File: src/pewd_pkg.sv
// ----------------------------------------------------------------------------
// pewd_pkg
// types, constants and arithmetic helpers of the polynomial evaluator
// ----------------------------------------------------------------------------
package pewd_pkg;

   // request kinds carried on req_tuser
   localparam logic REQ_LOAD = 1'b0;
   localparam logic REQ_EVAL = 1'b1;

   // field widths
   localparam int DEG_W   = 4;
   localparam int INDEX_W = 4;
   localparam int COEF_W  = 16;
   localparam int X_W     = 16;
   localparam int ACC_W   = 32;
   localparam int PROD_W  = ACC_W + X_W;
   localparam int RND_W   = PROD_W - 8;
   localparam int SUM_W   = RND_W + 1;
   localparam int REQ_DATA_W = 40;
   localparam int RSP_DATA_W = 64;

   // clip bounds of the accumulator, at sum width
   localparam logic signed [SUM_W-1:0] ACC_MAX =
      {{(SUM_W-ACC_W+1){1'b0}}, {(ACC_W-1){1'b1}}};
   localparam logic signed [SUM_W-1:0] ACC_MIN =
      {{(SUM_W-ACC_W+1){1'b1}}, {(ACC_W-1){1'b0}}};

   // controller to datapath commands
   typedef struct packed {
      logic start;
      logic coef_we;
      logic mul_en;
      logic add_en;
      logic d_en;
      logic out_load;
   } cmd_type;

   // clipped accumulator value and clip flag
   typedef struct packed {
      logic signed [ACC_W-1:0] value;
      logic                    clip;
   } sat_type;

   // round product to 8 fraction bits, add term, clip to 32 bits
   function automatic sat_type horner_add(input logic signed [PROD_W-1:0] prod,
                                          input logic signed [SUM_W-1:0]  addend);
      logic signed [PROD_W-1:0] biased;
      logic signed [RND_W-1:0]  rnd;
      logic signed [SUM_W-1:0]  sum;
      sat_type                  res;
      biased = prod + PROD_W'(128);
      rnd    = biased[PROD_W-1:8];
      sum    = {rnd[RND_W-1], rnd} + addend;
      if (sum > ACC_MAX) begin
         res.value = ACC_MAX[ACC_W-1:0];
         res.clip  = 1'b1;
      end else if (sum < ACC_MIN) begin
         res.value = ACC_MIN[ACC_W-1:0];
         res.clip  = 1'b1;
      end else begin
         res.value = sum[ACC_W-1:0];
         res.clip  = 1'b0;
      end
      return res;
   endfunction

endpackage

File: src/poly_eval_with_derivative.sv
// ----------------------------------------------------------------------------
// poly_eval_with_derivative: horner evaluator of p(x) and p'(x), Q8.8 in, Q24.8 out
// a load beat is accepted only while idle; an evaluate runs a multiply and an add state per
// horner step, then a finish state that waits while the previous result beat is stalled;
// the input is ready again in the cycle that the result beat appears
// reset clears control and degree, coefficients stay undefined until loaded
// ----------------------------------------------------------------------------
module poly_eval_with_derivative #(
   parameter int MAX_TERMS = 16
) (
   input  logic        clock,
   input  logic        reset,
   input  logic        req_tvalid,
   output logic        req_tready,
   input  logic [39:0] req_tdata,   // coef_index[3:0], coef_value[19:4], x_point[35:20], zero
   input  logic        req_tuser,   // req_type
   output logic        rsp_tvalid,
   input  logic        rsp_tready,
   output logic [63:0] rsp_tdata,   // poly_result[31:0], deriv_result[63:32]
   output logic        rsp_tuser,   // saturated
   input  logic        csr_wr_en,
   input  logic [3:0]  csr_wr_data  // poly_degree
);

   localparam int IDX_W = (MAX_TERMS > 1) ? $clog2(MAX_TERMS) : 1;

   pewd_pkg::cmd_type                     cmd;
   logic [IDX_W-1:0]                      term_idx;
   logic signed [pewd_pkg::ACC_W-1:0]     poly_result;
   logic signed [pewd_pkg::ACC_W-1:0]     deriv_result;

   // sequencer
   pewd_ctrl #(
      .MAX_TERMS (MAX_TERMS),
      .IDX_W     (IDX_W)
   ) u_ctrl (
      .clock       (clock),
      .reset       (reset),
      .req_tvalid  (req_tvalid),
      .req_tready  (req_tready),
      .req_tuser   (req_tuser),
      .rsp_tvalid  (rsp_tvalid),
      .rsp_tready  (rsp_tready),
      .csr_wr_en   (csr_wr_en),
      .csr_wr_data (csr_wr_data),
      .cmd         (cmd),
      .term_idx    (term_idx)
   );

   // arithmetic and storage
   pewd_datapath #(
      .MAX_TERMS (MAX_TERMS),
      .IDX_W     (IDX_W)
   ) u_datapath (
      .clock        (clock),
      .cmd          (cmd),
      .term_idx     (term_idx),
      .coef_index   (req_tdata[3:0]),
      .coef_value   (req_tdata[19:4]),
      .x_point      (req_tdata[35:20]),
      .poly_result  (poly_result),
      .deriv_result (deriv_result),
      .saturated    (rsp_tuser)
   );

   assign rsp_tdata = {deriv_result, poly_result};

endmodule

File: src/pewd_ctrl.sv
// ----------------------------------------------------------------------------
// pewd_ctrl
// sequencer: accepts beats, steps the term index, owns the result handshake
// ----------------------------------------------------------------------------
module pewd_ctrl #(
   parameter int MAX_TERMS = 16,
   parameter int IDX_W     = 4
) (
   input  logic                          clock,
   input  logic                          reset,
   input  logic                          req_tvalid,
   output logic                          req_tready,
   input  logic                          req_tuser,
   output logic                          rsp_tvalid,
   input  logic                          rsp_tready,
   input  logic                          csr_wr_en,
   input  logic [pewd_pkg::DEG_W-1:0]    csr_wr_data,
   output pewd_pkg::cmd_type             cmd,
   output logic [IDX_W-1:0]              term_idx
);

   typedef enum logic [1:0] {
      S_IDLE,
      S_MUL,
      S_ADD,
      S_FINISH
   } state_type;

   state_type                     state_ff, state_in;
   logic [IDX_W-1:0]              idx_ff, idx_in;
   logic [IDX_W-1:0]              deg_ff, deg_in;
   logic [pewd_pkg::DEG_W-1:0]    degree_ff, degree_in;
   logic                          rsp_valid_ff, rsp_valid_in;
   logic [IDX_W-1:0]              deg_eff;
   logic                          accept;
   logic                          out_free;

   // degree clamped to the store depth
   always_comb begin
      if (32'(degree_ff) > MAX_TERMS - 1) begin
         deg_eff = IDX_W'(MAX_TERMS - 1);
      end else begin
         deg_eff = IDX_W'(degree_ff);
      end
   end

   assign req_tready = (state_ff == S_IDLE);
   assign accept     = req_tvalid && req_tready;
   assign out_free   = !rsp_valid_ff || rsp_tready;
   assign rsp_tvalid = rsp_valid_ff;
   assign term_idx   = idx_ff;

   // commands to the datapath
   always_comb begin
      cmd.start    = accept && (req_tuser == pewd_pkg::REQ_EVAL);
      cmd.coef_we  = accept && (req_tuser == pewd_pkg::REQ_LOAD);
      cmd.mul_en   = (state_ff == S_MUL);
      cmd.add_en   = (state_ff == S_ADD);
      cmd.d_en     = (idx_ff != deg_ff);
      cmd.out_load = (state_ff == S_FINISH) && out_free;
   end

   // next state
   always_comb begin
      state_in     = state_ff;
      idx_in       = idx_ff;
      deg_in       = deg_ff;
      degree_in    = csr_wr_en ? csr_wr_data : degree_ff;
      rsp_valid_in = rsp_valid_ff && !rsp_tready;
      case (state_ff)
         S_IDLE: begin
            if (accept && (req_tuser == pewd_pkg::REQ_EVAL)) begin
               idx_in   = deg_eff;
               deg_in   = deg_eff;
               state_in = S_MUL;
            end
         end
         S_MUL: begin
            state_in = S_ADD;
         end
         S_ADD: begin
            if (idx_ff == '0) begin
               state_in = S_FINISH;
            end else begin
               idx_in   = idx_ff - 1'b1;
               state_in = S_MUL;
            end
         end
         S_FINISH: begin
            if (out_free) begin
               rsp_valid_in = 1'b1;
               state_in     = S_IDLE;
            end
         end
         default: begin
            state_in = S_IDLE;
         end
      endcase
   end

   // state and registered outputs
   always_ff @(posedge clock) begin
      if (reset) begin
         state_ff     <= S_IDLE;
         idx_ff       <= '0;
         deg_ff       <= '0;
         degree_ff    <= '0;
         rsp_valid_ff <= 1'b0;
      end else begin
         state_ff     <= state_in;
         idx_ff       <= idx_in;
         deg_ff       <= deg_in;
         degree_ff    <= degree_in;
         rsp_valid_ff <= rsp_valid_in;
      end
   end

endmodule

File: src/pewd_datapath.sv
// ----------------------------------------------------------------------------
// pewd_datapath
// coefficient memory, two horner accumulators and the result register
// ----------------------------------------------------------------------------
module pewd_datapath #(
   parameter int MAX_TERMS = 16,
   parameter int IDX_W     = 4
) (
   input  logic                                   clock,
   input  pewd_pkg::cmd_type                      cmd,
   input  logic [IDX_W-1:0]                       term_idx,
   input  logic [pewd_pkg::INDEX_W-1:0]           coef_index,
   input  logic signed [pewd_pkg::COEF_W-1:0]     coef_value,
   input  logic signed [pewd_pkg::X_W-1:0]        x_point,
   output logic signed [pewd_pkg::ACC_W-1:0]      poly_result,
   output logic signed [pewd_pkg::ACC_W-1:0]      deriv_result,
   output logic                                   saturated
);

   localparam int DC_W = pewd_pkg::COEF_W + IDX_W + 2;

   logic signed [pewd_pkg::COEF_W-1:0] coef_mem [MAX_TERMS];
   logic signed [pewd_pkg::COEF_W-1:0] rd_data_ff;
   logic signed [pewd_pkg::COEF_W-1:0] prev_c_ff;
   logic signed [pewd_pkg::X_W-1:0]    x_ff;
   logic signed [pewd_pkg::ACC_W-1:0]  p_ff;
   logic signed [pewd_pkg::ACC_W-1:0]  d_ff;
   logic signed [pewd_pkg::PROD_W-1:0] prod_p_ff, prod_p_in;
   logic signed [pewd_pkg::PROD_W-1:0] prod_d_ff, prod_d_in;
   logic signed [DC_W-1:0]             dcoef_ff, dcoef_in;
   logic                               sat_ff;
   logic signed [pewd_pkg::ACC_W-1:0]  poly_out_ff;
   logic signed [pewd_pkg::ACC_W-1:0]  deriv_out_ff;
   logic                               sat_out_ff;
   logic signed [IDX_W+1:0]            factor;
   logic signed [pewd_pkg::SUM_W-1:0]  add_p;
   logic signed [pewd_pkg::SUM_W-1:0]  add_d;
   logic                               wr_ok;
   logic [IDX_W-1:0]                   wr_addr;
   pewd_pkg::sat_type                  res_p;
   pewd_pkg::sat_type                  res_d;

   // loads beyond the store are dropped
   assign wr_ok   = 32'(coef_index) < MAX_TERMS;
   assign wr_addr = IDX_W'(coef_index);

   // coefficient memory, one write and one registered read port
   always_ff @(posedge clock) begin
      if (cmd.coef_we && wr_ok) begin
         coef_mem[wr_addr] <= coef_value;
      end
      rd_data_ff <= coef_mem[term_idx];
   end

   // multiply phase: both accumulators by x, derivative term (i+1)*c[i+1]
   assign factor    = $signed({2'b00, IDX_W'(term_idx) + {{(IDX_W-1){1'b0}}, 1'b1}});
   assign prod_p_in = p_ff * x_ff;
   assign prod_d_in = d_ff * x_ff;
   assign dcoef_in  = prev_c_ff * factor;

   // add phase: round, add the term, clip
   assign add_p = {{(pewd_pkg::SUM_W-pewd_pkg::COEF_W){rd_data_ff[pewd_pkg::COEF_W-1]}},
                   rd_data_ff};
   assign add_d = {{(pewd_pkg::SUM_W-DC_W){dcoef_ff[DC_W-1]}}, dcoef_ff};
   assign res_p = pewd_pkg::horner_add(prod_p_ff, add_p);
   assign res_d = pewd_pkg::horner_add(prod_d_ff, add_d);

   // accumulator registers
   always_ff @(posedge clock) begin
      if (cmd.start) begin
         x_ff   <= x_point;
         p_ff   <= '0;
         d_ff   <= '0;
         sat_ff <= 1'b0;
      end else if (cmd.add_en) begin
         p_ff      <= res_p.value;
         prev_c_ff <= rd_data_ff;
         if (cmd.d_en) begin
            d_ff <= res_d.value;
         end
         sat_ff <= sat_ff | res_p.clip | (cmd.d_en & res_d.clip);
      end
      if (cmd.mul_en) begin
         prod_p_ff <= prod_p_in;
         prod_d_ff <= prod_d_in;
         dcoef_ff  <= dcoef_in;
      end
   end

   // result register
   always_ff @(posedge clock) begin
      if (cmd.out_load) begin
         poly_out_ff  <= p_ff;
         deriv_out_ff <= d_ff;
         sat_out_ff   <= sat_ff;
      end
   end

   assign poly_result  = poly_out_ff;
   assign deriv_result = deriv_out_ff;
   assign saturated    = sat_out_ff;

endmodule

File: config.mk
export PLATFORM = sky130hd
export DESIGN_NAME = poly_eval_with_derivative
export DESIGN_NICKNAME = d
export VERILOG_FILES = /design/src/pewd_pkg.sv /design/src/poly_eval_with_derivative.sv /design/src/pewd_ctrl.sv /design/src/pewd_datapath.sv
export SDC_FILE = /design/constraint.sdc
export NUM_CORES = 2
export LEC_CHECK = 0
export ABC_CLOCK_PERIOD_IN_PS = 20400
export BUFFER_PORTS_ARGS = -buffer_cell sky130_fd_sc_hd__clkbuf_2
export CORE_ASPECT_RATIO = 0.5
export CORE_MARGIN = 8
export CORE_UTILIZATION = 65
export DETAILED_ROUTE_END_ITERATION = 10
export GPL_TIMING_DRIVEN = 0
export PLACE_DENSITY_LB_ADDON = 0.15
export SYNTH_ARGS = -nofsm -noshare
export SYNTH_HDL_FRONTEND = slang
export SYNTH_SLANG_ARGS = --single-unit
File: constraint.sdc
create_clock -name clock -period 20.4 [get_ports clock]
set_clock_uncertainty 0.1 [all_clocks]
set_input_delay 3.06 -clock clock [delete_from_list [all_inputs] [get_ports clock]]
set_output_delay 3.06 -clock clock [all_outputs]
set_load 0.02 [all_outputs]
After elaboration in Yosys (flattened, before gate mapping) --
Memory sizes are Yosys's and may differ from the RTL's. A register that Yosys moved wholly into a read port is not among the register bits. Cells that the tools add are included.
Storage, ports and cells: input port bits 50, output and inout bits 67, register bits after elaboration 294, bits in writable memories 256, word-level logic and storage cells 73, memories kept 1
Operators by class: bitwise operators 5, equality and inequality tests 7, $add $sub $neg 6, $mul 3, muxes and demuxes 15, magnitude comparators 4, reductions and logical operators 16
Memory list:
- u_datapath.coef_mem | depth 16, width 16, read ports 1, clocked after memory_dff 1, write ports 1, line pewd_datapath.sv:22 | logic signed [pewd_pkg::COEF_W-1:0] coef_mem [MAX_TERMS];
Operators with widths (number):
- $mux W33 | 4
- $add A48 B9 Y48 const B | 2
- $mul A32 B16 Y48 | 2
- $gt A41 B32 Y1 const B | 2
- $lt A41 B32 Y1 const B | 2
- $add A40 B16 Y41 | 1
- $add A40 B21 Y41 | 1
- $mul A16 B5 Y21 | 1
- $mux W4 | 2
- $pmux W2 S4 | 1
- $pmux W4 S2 | 1
- $reduce_and A2 Y1 | 4
- $mux W2 | 3
- $logic_and A1 B1 Y1 | 5
- $add A4 B1 Y4 const B | 1
- $eq A2 B2 Y1 const B | 2
- $logic_not A4 Y1 | 1
- $mux W1 | 4
- $ne A2 B2 Y1 const B | 2
- $ne A4 B4 Y1 | 1
- $sub A4 B1 Y4 const B | 1
- $reduce_and A3 Y1 | 1
- $eq A2 B1 Y1 const B | 1
- $logic_not A1 Y1 | 2
- other kinds (7) | 9

Logic depth before layout (Yosys ltp) --
depth after elaboration 7, depth in mapped cells 27, mapped depth without buffers 25

Cells and area by module --
From an unflattened synthesis, not the netlist that was laid out.
Unflattened totals: cell total of the unflattened synthesis 6086, area, all modules 62563.8 um^2
Modules (own cells, without submodules):
- pewd_datapath | area each 61808.0 um^2, cells each 5998, times used 1
- pewd_ctrl | area each 755.7 um^2, cells each 88, times used 1

Worst setup path before layout --
OpenSTA, ideal clock, no wires.
path type flip-flop to flip-flop, start register u_datapath.x_ff[7] (netlist bit), end register u_datapath.prod_p_ff[47] (netlist bit), data pin, library setup time 0.262 ns, stages on the path, launching flop included 24, data arrival time 6.359 ns, path buffers 2, data required time 20.038 ns, setup slack 13.679 ns, cell sequence edfxtp_1 -> clkbuf_1 -> clkbuf_1 -> nand2_1 -> fa_1 -> inv_1 -> fa_1 -> fa_1 -> fa_1 -> fa_1 -> inv_1 -> fa_1 -> inv_1 -> ha_1 -> a22o_1 -> o311a_1 -> o21ai_0 -> o21ai_0 -> nand3_1 -> nand3_1 -> a311oi_1 -> o21ai_1 -> a211oi_1 -> xnor2_1
Between the ends: word-level cells in the longest chain between the ends 1
Ends and longest elaborated chain:
- from (decl) | line pewd_datapath.sv:25 | logic signed [pewd_pkg::X_W-1:0] x_ff;
- from (signal assigned) | line pewd_datapath.sv:71 | x_ff <= x_point;
- $mul A32 B16 Y48 | line pewd_datapath.sv:57 | assign prod_p_in = p_ff * x_ff;
- via u_datapath.prod_p_in (one bit) | line pewd_datapath.sv:28 | logic signed [pewd_pkg::PROD_W-1:0] prod_p_ff, prod_p_in;
- to (signal assigned) | line pewd_datapath.sv:84 | prod_p_ff <= prod_p_in;
- to (decl) | line pewd_datapath.sv:28
The timed path passes the listed nets, and every way through them passes these cells. A chain may end at the register's enable or synchronous reset.

Final worst setup path --
start register u_datapath.x_ff[3] (netlist bit), end register u_datapath.prod_d_ff[47] (netlist bit), data pin
Between the ends: word-level cells in the longest chain between the ends 1
Ends and longest elaborated chain:
- $mul A32 B16 Y48 | line pewd_datapath.sv:58 | assign prod_d_in = d_ff * x_ff;
- via u_datapath.prod_d_in (one bit) | line pewd_datapath.sv:29 | logic signed [pewd_pkg::PROD_W-1:0] prod_d_ff, prod_d_in;
- to (signal assigned) | line pewd_datapath.sv:85 | prod_d_ff <= prod_d_in;
- to (decl) | line pewd_datapath.sv:29
The timed path passes the listed nets, and every way through them passes these cells.

==> flow_summary.yaml <==
clocking:
  clk_pin_slew_worst_paths_ps: 70
  cts_tree: "built"
  postCtsSetupBuffers: 0
  cts_root_buf: "clkbuf_16"
  clkLatencyLatePin_ps: 690
  htreeDepth: 2
  post_cts_resized: 0
  holdBufCountCts: 0
  clkSinkCount: 552
  clock_path_buffers: 3
  cts_buffers: 51
synthesis:
  netlist_area_sq_um: 61700
  syn_nets: 7374
  synth-main-ff-cell: "edfxtp_1"
  synth_cell_type_count: 84
  synth.avg_cell_area_sq_um: 10.3
  ys_ff_latch: 552
  synth_edf_count: 456
  netlist_instances: 5972
  async_reset_ff_frac: 0
  seq_area_frac_synth: 0.253
  yosys_warnings: 0
floorplan:
  core-area_sq_um: 94700
  rows: 80
  die_w_um: 452
  start_util: 0.652
  die_area_sq_um: 106000
  ios: 117
  die_h_um: 234
critical_path:
  worstReg2RegEnd: "u_datapath.prod_d_ff[47]"
  critical_path_required_ps: 20600
  rrSetupSlack_ps: 10150
  ff2ff_path_depth: 24
  critPathCaptureType: "flop"
  cp-start-kind: "flop"
  worstSetupPathType: "flop to flop"
  r2r-start: "u_datapath.x_ff[3]"
  cp.arrival_ps: 10450
  critPathMaxFanout: 11
global_routing:
  grt_pass1_wl_um: 289000
  grt_max_degree: 36
  grt-ovfl-total: 0
  grt_usage: 0.370
  antenna_found_initial: 21
  grt_pass1_vias: 44800
worst_hold_path:
  hold_end: "u_datapath.deriv_result[27]"
  hold_depth: 0
  hold_start: "u_datapath.d_ff[27]"
  hold_class: "flop to flop"
layout:
  n_fill_cell: 7116
  multi_input_area_sq_um: 40700
  layout-drive-gt1-share: 0.0579
  register_area_sq_um: 15600
  final_cell_mix: "inv_1, fa_1, nand2_1, edfxtp_1, and2_1"
  final_common_cell: "inv_1"
  final_nets: 7562
  areaGrowthSynthToFinish_pct: 7.23
timing:
  period_needed_ps: 10250
  max_freq_mhz: 97.5
  fin_tns_setup_ps: 0
  slew_headroom: -0.0640
  finalSetupViolCount: 0
  holdWs_ps: 363
  tightestPinTransition_ps: 1550
  maxSlewViolCount: 2
  rsz0062_at_grt: "false"
  hold_viol: 0
  period_share: 0.503
detailed_routing:
  vias: 45400
  wire_per_inst_um: 25.9
  ant_nets: 0
  top_signal_layer_used: "met5"
  drcViolationCount: 0
  dr.pass1.iters: 8
  wl_met2_um: 68100
  drt_iter0_drc: 5715
  wirelength_um: 194000
  vias_per_cell: 6.07
  met1Wirelength_um: 81500
  met3_length_um: 40300
place:
  place_congestion: 1.05
  hpwl_um: 160000
  port_buffers: 111
status:
  status: "finished, violations left"
  violations: "max-capacitance violations, max-slew violations"
run:
  maxCapViolations: 1
[through the flow]
step,std cells,cell area [sq um],utilization,setup slack (ps)
2_1_floorplan,5972,61700,-,13680
3_3_place_gp,7354,63900,0.675,10690
3_5_place_dp,7377,64400,0.680,10750
4_1_cts,7473,66100,0.699,10700
5_1_grt,7477,66200,0.699,10150
6_report,7486,66200,0.699,10150
[critical path, stage by stage (launching register included)]
cell and delay (ps):
edfxtp_1 330, clkbuf_1 1050, clkbuf_1 1010, nand2_1 160, fa_1 520, fa_1 460
fa_1 540, inv_1 60, fa_1 460, fa_1 520, inv_1 50, fa_1 480
inv_1 70, ha_1 380, a21o_1 220, a21o_1 210, a21o_1 180, a21oi_1 180
nand3b_1 90, a21oi_1 280, o21ai_0 350, a21oi_1 960, o311a_1 290, nor3_1 60
xnor2_1 840
[final cells by class]
cell class / count / area share
repair buffers: 135 / 0.0153
diodes: 12 / 0.000454
inverters: 1200 / 0.0680
clock buffers: 71 / 0.0220
multi-input cells: 3970 / 0.614
well taps: 1271 / 0.0240
plain buffers: 250 / 0.0153
flip-flops and latches: 552 / 0.236
clock inverters: 25 / 0.00457
[how the worst max path moves through the flow]
stage                       startpoint                       end  slack [ps]  depth (start not counted)
finish              u_datapath.x_ff[3]  u_datapath.prod_d_ff[47]       10150                         24
floorplan           u_datapath.x_ff[7]  u_datapath.prod_p_ff[47]       13680                         23
CTS                 u_datapath.x_ff[3]  u_datapath.prod_d_ff[47]       10700                         24
detailed placement  u_datapath.x_ff[3]  u_datapath.prod_d_ff[47]       10750                         24
global placement    u_datapath.x_ff[2]  u_datapath.prod_d_ff[47]       10690                         24
global route        u_datapath.x_ff[3]  u_datapath.prod_d_ff[47]       10150                         24
[logic make-up after synthesis]
kind of cell               after synthesis  synth area share
DFF                                    552             0.253
xor gates and xnor gates               258            0.0366
AOI/OAI and AO/OA                      585            0.0625
buffers and inverters                 1450            0.0893
adders and majority gates             1352             0.396
muxes                                   88            0.0305
and+or+nand+nor                       1687             0.132
[sequential cells by signal (all words and copies together) (netlist names)]
register / cells
u_datapath.prod_d_ff: 41
u_datapath.sat_ff: 1
u_datapath.rd_data_ff: 16
u_datapath.saturated: 1
u_ctrl.deg_eff: 4
u_datapath.d_ff: 32
u_datapath.x_ff: 16
u_datapath.coef_mem: 256
u_ctrl.state_ff: 2
u_ctrl.term_idx: 4
u_ctrl.rsp_tvalid: 1
u_datapath.deriv_result: 32
u_datapath.poly_result: 32
u_ctrl.deg_ff: 4
u_datapath.prev_c_ff: 16
u_datapath.p_ff: 32
u_datapath.dcoef_ff: 21
u_datapath.prod_p_ff: 41
[routing by layer]
layer | vias to the layer above | global-route usage
li1 | 19200 | -
met1 | 22500 | 0.564
met2 | 3418 | 0.447
met3 | 294 | 0.228
met4 | 18 | 0.0581
met5 | - | 0.00597
[synthesized netlist by cell type (33+ instances only)]
master,number,area (sq um)
o21ai_0,91,455
dfxtp_1,96,1920
nor2b_1,47,294
mux4_2,80,1800
clkbuf_1,228,856
a21o_1,79,593
nand2_1,742,2790
xnor2_1,181,1590
and3_1,33,206
nand4_1,39,244
nand2b_1,38,238
nor2_1,209,785
nand3_1,68,340
edfxtp_1,456,13700
fa_1,1005,20100
and2_1,420,2630
ha_1,347,4340
inv_1,1198,4500
nor3_1,33,165
a21oi_1,197,986
xor2_1,77,674
Power is not shown: default switching activity piles up to over one toggle a cycle in this logic, so the estimate is an artifact.
